**src/hw/rtl/ckblit_pkg.sv**
```systemverilog
// Package for the colour-keyed sprite blitter: widths, reset values, register indexes.
`timescale 1ns / 1ps

package ckblit_pkg;

    localparam int DIM_MAX_DEF  = 1024;

    localparam int DIM_W        = 11;   // size registers
    localparam int OFS_W        = 12;   // signed offsets
    localparam int PIX_W        = 16;
    localparam int IDX_W        = 20;
    localparam int CFG_IDX_W    = 3;
    localparam int CFG_DATA_W   = 16;
    localparam int OUT_DATA_W   = 40;   // dest_index + pixel_out, padded to bytes

    localparam logic [DIM_W-1:0] SPRITE_W_RST = 11'd1;
    localparam logic [DIM_W-1:0] SPRITE_H_RST = 11'd1;
    localparam logic [DIM_W-1:0] DEST_W_RST   = 11'd240;
    localparam logic [DIM_W-1:0] DEST_H_RST   = 11'd320;
    localparam logic [OFS_W-1:0] OFS_RST      = 12'd0;
    localparam logic [PIX_W-1:0] KEY_RST      = 16'hffff;

    typedef enum logic [CFG_IDX_W-1:0] {
        REG_SPRITE_W = 3'd0,
        REG_SPRITE_H = 3'd1,
        REG_DEST_W   = 3'd2,
        REG_DEST_H   = 3'd3,
        REG_X_OFS    = 3'd4,
        REG_Y_OFS    = 3'd5,
        REG_KEY      = 3'd6
    } cfg_reg_t;

endpackage

```
**src/hw/rtl/color_key_sprite_blit.sv**
```systemverilog
// Top level of the colour-keyed sprite blitter with destination clipping.
`timescale 1ns / 1ps

// Colour-keyed sprite blitter. Source sprite pixels arrive one per request on
// the s_axis side in raster order; each yields exactly one result on m_axis
// carrying the destination write enable (tuser), the linear destination index
// row * dest_width + column (tdata[19:0], zero when not written), the pixel
// itself (tdata[35:20]) and an end-of-sprite mark (tlast). A pixel is written
// only when it lands inside the destination after the signed offsets are
// applied and differs from the key colour. One pixel is accepted every clock
// cycle while m_axis takes results; each passes a position/clip stage, then the
// index multiply-add stage into the output register. Back-pressure from m_axis
// stalls both stages. Sprite sizes saturate to 1..DIM_MAX; the column and row
// counters wrap after the last sprite pixel. Configuration writes (cfg_valid,
// cfg_index, cfg_data) are always accepted and are meant to be made while no
// pixel is in flight; indexes beyond the register list are ignored.
module color_key_sprite_blit #(
    parameter int DIM_MAX = ckblit_pkg::DIM_MAX_DEF
) (
    input  logic                               clk,
    input  logic                               rst_n,
    // configuration write channel
    input  logic                               cfg_valid,
    output logic                               cfg_ready,
    input  logic [ckblit_pkg::CFG_IDX_W-1:0]   cfg_index,
    input  logic [ckblit_pkg::CFG_DATA_W-1:0]  cfg_data,
    // source pixels
    input  logic                               s_axis_tvalid,
    output logic                               s_axis_tready,
    input  logic [ckblit_pkg::PIX_W-1:0]       s_axis_tdata,   // [15:0] pixel_in
    // results
    output logic                               m_axis_tvalid,
    input  logic                               m_axis_tready,
    output logic [ckblit_pkg::OUT_DATA_W-1:0]  m_axis_tdata,   // [19:0] dest_index,
                                                               // [35:20] pixel_out,
                                                               // [39:36] zero
    output logic                               m_axis_tuser,   // [0] write_enable
    output logic                               m_axis_tlast    // sprite_done
);

    localparam int CW  = $clog2(DIM_MAX);                       // counter width
    localparam int LW  = (CW + 1 > ckblit_pkg::DIM_W) ? CW + 1 : ckblit_pkg::DIM_W;
    localparam int DXW = ((CW > ckblit_pkg::OFS_W) ? CW : ckblit_pkg::OFS_W) + 1;
    localparam int DW  = ckblit_pkg::DIM_W;
    localparam int PW  = ckblit_pkg::PIX_W;
    localparam int IW  = ckblit_pkg::IDX_W;

    // ---------------- configuration registers ----------------
    logic [DW-1:0]                   sprite_w_reg, sprite_h_reg;
    logic [DW-1:0]                   dest_w_reg, dest_h_reg;
    logic [ckblit_pkg::OFS_W-1:0]    x_ofs_reg, y_ofs_reg;
    logic [PW-1:0]                   key_reg;

    assign cfg_ready = 1'b1;

    always_ff @(posedge clk or negedge rst_n)
    begin
        if (!rst_n)
        begin
            sprite_w_reg <= ckblit_pkg::SPRITE_W_RST;
            sprite_h_reg <= ckblit_pkg::SPRITE_H_RST;
            dest_w_reg   <= ckblit_pkg::DEST_W_RST;
            dest_h_reg   <= ckblit_pkg::DEST_H_RST;
            x_ofs_reg    <= ckblit_pkg::OFS_RST;
            y_ofs_reg    <= ckblit_pkg::OFS_RST;
            key_reg      <= ckblit_pkg::KEY_RST;
        end
        else if (cfg_valid && cfg_ready)
        begin
            unique case (ckblit_pkg::cfg_reg_t'(cfg_index))
                ckblit_pkg::REG_SPRITE_W: sprite_w_reg <= cfg_data[DW-1:0];
                ckblit_pkg::REG_SPRITE_H: sprite_h_reg <= cfg_data[DW-1:0];
                ckblit_pkg::REG_DEST_W:   dest_w_reg   <= cfg_data[DW-1:0];
                ckblit_pkg::REG_DEST_H:   dest_h_reg   <= cfg_data[DW-1:0];
                ckblit_pkg::REG_X_OFS:    x_ofs_reg    <= cfg_data[ckblit_pkg::OFS_W-1:0];
                ckblit_pkg::REG_Y_OFS:    y_ofs_reg    <= cfg_data[ckblit_pkg::OFS_W-1:0];
                ckblit_pkg::REG_KEY:      key_reg      <= cfg_data[PW-1:0];
                default: ;  // unused index, write dropped
            endcase
        end
    end

    // ---------------- pipeline handshake ----------------
    logic s1_valid_reg, out_valid_reg;
    logic s1_adv, in_acc;

    assign s1_adv        = s1_valid_reg && (!out_valid_reg || m_axis_tready);
    assign s_axis_tready = !s1_valid_reg || s1_adv;
    assign in_acc        = s_axis_tvalid && s_axis_tready;

    always_ff @(posedge clk or negedge rst_n)
    begin
        if (!rst_n)
        begin
            s1_valid_reg  <= 1'b0;
            out_valid_reg <= 1'b0;
        end
        else
        begin
            if (in_acc)
                s1_valid_reg <= 1'b1;
            else if (s1_adv)
                s1_valid_reg <= 1'b0;

            if (s1_adv)
                out_valid_reg <= 1'b1;
            else if (m_axis_tready)
                out_valid_reg <= 1'b0;
        end
    end

    // ---------------- sprite position counters ----------------
    logic [CW-1:0] col_reg, row_reg;
    logic [CW-1:0] col_next, row_next;
    logic [LW-1:0] sw_eff, sh_eff;
    logic [LW-1:0] col_inc, row_inc;
    logic          last_col, last_row;

    // saturate a size register to 1..DIM_MAX
    function automatic logic [LW-1:0] clamp_dim(input logic [DW-1:0] v);
        logic [LW-1:0] vx;
        vx = LW'(v);
        if (v == '0)
            return LW'(1);
        else if (vx > LW'(DIM_MAX))
            return LW'(DIM_MAX);
        else
            return vx;
    endfunction

    function automatic logic [CW-1:0] col_inc_trunc(input logic [LW-1:0] v);
        return v[CW-1:0];
    endfunction

    always_comb
    begin
        sw_eff   = clamp_dim(sprite_w_reg);
        sh_eff   = clamp_dim(sprite_h_reg);
        col_inc  = LW'(col_reg) + LW'(1);
        row_inc  = LW'(row_reg) + LW'(1);
        // >= so that a size lowered mid-sprite still wraps
        last_col = col_inc >= sw_eff;
        last_row = row_inc >= sh_eff;
        if (last_col)
        begin
            col_next = '0;
            row_next = last_row ? '0 : col_inc_trunc(row_inc);
        end
        else
        begin
            col_next = col_inc_trunc(col_inc);
            row_next = row_reg;
        end
    end

    always_ff @(posedge clk or negedge rst_n)
    begin
        if (!rst_n)
        begin
            col_reg <= '0;
            row_reg <= '0;
        end
        else if (in_acc)
        begin
            col_reg <= col_next;
            row_reg <= row_next;
        end
    end

    // ---------------- stage 1: placement and clipping ----------------
    logic signed [DXW-1:0] dx, dy;
    logic                  on_dest;

    always_comb
    begin
        dx = signed'(DXW'(col_reg)) + DXW'(signed'(x_ofs_reg));
        dy = signed'(DXW'(row_reg)) + DXW'(signed'(y_ofs_reg));
        on_dest = !dx[DXW-1] && !dy[DXW-1]
               && (unsigned'(dx) < DXW'(dest_w_reg))
               && (unsigned'(dy) < DXW'(dest_h_reg));
    end

    logic [PW-1:0] s1_pix_reg;
    logic [DW-1:0] s1_dx_reg, s1_dy_reg;   // below the destination size when on_dest
    logic          s1_on_dest_reg, s1_done_reg;

    always_ff @(posedge clk)
    begin
        if (in_acc)
        begin
            s1_pix_reg     <= s_axis_tdata;
            s1_dx_reg      <= dx[DW-1:0];
            s1_dy_reg      <= dy[DW-1:0];
            s1_on_dest_reg <= on_dest;
            s1_done_reg    <= last_col && last_row;
        end
    end

    // ---------------- stage 2: key test and linear index ----------------
    logic [2*DW-1:0] prod;
    logic [IW-1:0]   idx;
    logic            we;

    always_comb
    begin
        prod = s1_dy_reg * dest_w_reg;
        we   = s1_on_dest_reg && (s1_pix_reg != key_reg);
        idx  = we ? (prod[IW-1:0] + IW'(s1_dx_reg)) : '0;   // wraps modulo 2^20
    end

    logic [IW-1:0] out_idx_reg;
    logic [PW-1:0] out_pix_reg;
    logic          out_we_reg, out_done_reg;

    always_ff @(posedge clk)
    begin
        if (s1_adv)
        begin
            out_idx_reg  <= idx;
            out_pix_reg  <= s1_pix_reg;
            out_we_reg   <= we;
            out_done_reg <= s1_done_reg;
        end
    end

    assign m_axis_tvalid = out_valid_reg;
    assign m_axis_tdata  = {(ckblit_pkg::OUT_DATA_W - IW - PW)'(0), out_pix_reg, out_idx_reg};
    assign m_axis_tuser  = out_we_reg;
    assign m_axis_tlast  = out_done_reg;

endmodule

```
**config.mk**
```make
export PLATFORM = sky130hd
export DESIGN_NAME = color_key_sprite_blit
export DESIGN_NICKNAME = d
export VERILOG_FILES = /design/src/hw/rtl/ckblit_pkg.sv /design/src/hw/rtl/color_key_sprite_blit.sv
export SDC_FILE = /design/constraint.sdc
export NUM_CORES = 1
export LEC_CHECK = 0
export BUFFER_PORTS_ARGS = -buffer_cell sky130_fd_sc_hd__buf_2
export CAP_MARGIN = 15
export CELL_PAD_IN_SITES_DETAIL_PLACEMENT = 1
export CELL_PAD_IN_SITES_GLOBAL_PLACEMENT = 1
export CORE_MARGIN = 4
export CORE_UTILIZATION = 30
export CTS_CLUSTER_DIAMETER = 80
export DETAILED_ROUTE_END_ITERATION = 10
export PLACE_DENSITY = 0.56
export SLEW_MARGIN = 20
export SYNTH_ARGS = -nofsm -noshare
export SYNTH_HDL_FRONTEND = slang
export SYNTH_SLANG_ARGS = --single-unit
```
**constraint.sdc**
```tcl
create_clock -name clk -period 6.18 [get_ports clk]
set_input_delay 0.618 -clock clk [delete_from_list [all_inputs] [get_ports clk]]
set_output_delay 0.618 -clock clk [all_outputs]
set_load 0.05 [all_outputs]
```
==> results.toml <==
[outcome]
status = "finished clean"

[global_routing]
globalRouteTotalUtil_pct = 14.19
overflow = 0
grt_pass1_wl_um = 53050
grt_pass1_vias = 9669
antenna_found_initial = 0
grt_max_degree = 77

[synth]
muxShareOfSynthArea_pct = 6.286
synth_area_leaders = "edfxtp_1 18%, dfrtp_1 16%, fa_1 14%, ha_1 11%, mux2_2 6.2%"
mappedNetlistArea_um2 = 13240
synth_compound_gate_area_share_pct = 8.195
synth_cell_types = 69
synth-edff-count = 78
synthArstFlopShare_pct = 57.61
synth_ff_type = "dfrtp_1"
synth_top_area_share_pct = 17.70
synth_fa_ha_area_share_pct = 24.78
yosys_warnings = 0
yosys.area.top_type = "edfxtp_1"
synth_simple_gate_area_share_pct = 11.76
synth_xor_area_share_pct = 4.367
ys_seq_area_share_pct = 37.96
ys_ff_latch = 184
synth_top_family_by_area = "adder cells"
avgSynthCellArea_um2 = 10.79
syn_inst = 1227

[cts]
cts_tree = "done"
ctsResizeCount = 0
clk_pin_slew_ps = 90
clock_latency_ps = 460
cts_made_buffers = 17
cts-hold-fix-buffers = 0
cts.sinks = 184
clockRootBuffer = "clkbuf_16"
htree_levels = 4
clockBufferDepth = 2
cts_setup_buffers = 0

[critical_path]
start_kind = "flip-flop"
crit_arrival_ps = 5850
cp-end-kind = "flip-flop"
reg2regPathDepth = 17
required_ps = 6390
path_max_fanout = 11
crit_type = "flip-flop to flip-flop"
regToRegSetupSlack_ps = 540

[sta]
skew_ps = 19.75
rsz0062_at_grt = "no"
slew_violations = 0
layout_min_cycle_time_ps = 5639
finalSetupViolations = 0
finalSetupTns_ps = 0
fmax_mhz = 177.3
fin_crit_sh_pct = 91.25
finalHoldViolCount = 0
slew_headroom_pct = 31.30
worst_pin_slew_ps = 1031

[min_path]
hold_path.class = "input pin to asynchronous set/reset pin"

[finish]
fin_area_um2 = 14780
layout_common_cells = "174 x inv_1, 121 x nand2_1, 115 x ha_1, 92 x fa_1, 82 x dfrtp_1"
drive_above_1_share_pct = 17.74
syn_to_final_growth_pct = 11.68
num_antenna_cells = 0
mostFrequentLayoutCell = "inv_1"
largest_register_ffs = 20
fin_util_pct = 34.09
layout.nets = 1536

[floorplan]
core_area_um2 = 43360
ios = 85
die_x_um = 218.1
die-area_um2 = 47550
die_h_um = 218.1
start_util_pct = 30.53
rows = 76

[placement]
globalplace.congestion = 0.8147
dpl_cell_area_um2 = 14230
hpwl_um = 25050
io_buffers = 79

[drt]
vias_per_cell = 4.596
final_antenna_net_count = 0
wl_per_cell_um = 17.11
drtIter0Drc = 397
vias = 8673
drt_wl_total_um = 32290
drc = 0
dr.pass1.iters = 4

[run]
maxCapViolations = 0
## per-stage QoR
stage	hold slack [ps]	cells	worst slack (ps)
2_1_floorplan	322.4	1230	1089
3_3_place_gp	409.6	1855	729.9
3_5_place_dp	412.3	1855	593.5
4_1_cts	104.6	1887	588.7
5_1_grt	122.9	1887	193.2
6_report	115.0	1887	540.5
## Yosys cell counts (all sizes together), types with 2 or more instances
| master | count |
|---|---|
| buf | 15 |
| nor2b | 6 |
| o21a | 7 |
| and3 | 10 |
| a22o | 11 |
| nor2 | 41 |
| a21o | 14 |
| o31ai | 5 |
| o2bb2ai | 2 |
| nand3 | 29 |
| and2 | 59 |
| fa | 92 |
| nor4 | 4 |
| a211oi | 9 |
| dfrtp | 82 |
| xor2 | 16 |
| nand3b | 2 |
| inv | 174 |
| dfstp | 24 |
| nand4b | 3 |
| clkbuf | 31 |
| o211a | 2 |
| or2 | 2 |
| nand2b | 15 |
| nand2 | 122 |
| nor3 | 5 |
| mux2 | 73 |
| o21bai | 5 |
| a31oi | 8 |
| edfxtp | 78 |
| o21ai | 45 |
| or3 | 3 |
| nor3b | 2 |
| ha | 115 |
| conb | 2 |
| o211ai | 9 |
| a21oi | 26 |
| nand4 | 9 |
| xnor2 | 50 |
## logic make-up (layout without fill, tap and decap cells)
group | Yosys count | after routing
other cells | 2 | 5
fa+ha+maj | 207 | 207
mux | 74 | 74
compound gates | 158 | 158
flops | 184 | 184
simple gates | 315 | 315
xor+xnor | 66 | 66
buf+inv | 221 | 293
## final timing paths
path	startpoint	to
max in group asynchronous	rst_n	dest_h_reg[7]$_DFFE_PN0P_
min	rst_n	col_reg[1]$_DFFE_PN0P_
min in group clk	s_axis_tdata[3]	s1_pix_reg[3]$_DFFE_PP_
max	s1_dy_reg[3]$_DFFE_PP_	out_idx_reg[15]$_SDFFCE_PN0P_
max reg2reg	s1_dy_reg[3]$_DFFE_PP_	out_idx_reg[15]$_SDFFCE_PN0P_
min reg2reg	s1_done_reg$_DFFE_PP_	m_axis_tlast$_DFFE_PP_
## worst max-delay path, stage by stage (launching register included)
cell and delay [ps]:
edfxtp_1 560, and2_1 250, fa_1 530, inv_1 50, fa_1 470, inv_1 60
fa_1 500, fa_1 540, inv_1 50, fa_1 520, inv_1 40, ha_1 350
a21oi_1 260, nand3b_1 110, o21ai_0 640, o21ai_0 240, xnor2_1 180, nor2_1 50
## metal layers
metal  GRT usage [%]  vias to the layer above  part of all wire, %
li1                -                     4210                    -
met1           19.01                     4366                   48
met2           24.13                       74                   48
met3           2.299                       23                  2.5
met4           3.434                        0                  1.5
met5               0                        -                    0
## area by class of cell
type,instances,area [um2]
Clock buffer,17,425.4
Timing Repair Buffer,86,454.2
Multi-Input combinational cell,825,7368
Tap cell,585,732.0
Clock inverter,15,121.4
Sequential cell,184,5025
Inverter,175,656.9
Fill cell,4894,28580
Power is left out: the tool's default activity adds up to more than one toggle a clock period on the data nets, which glitch-free logic cannot reach.
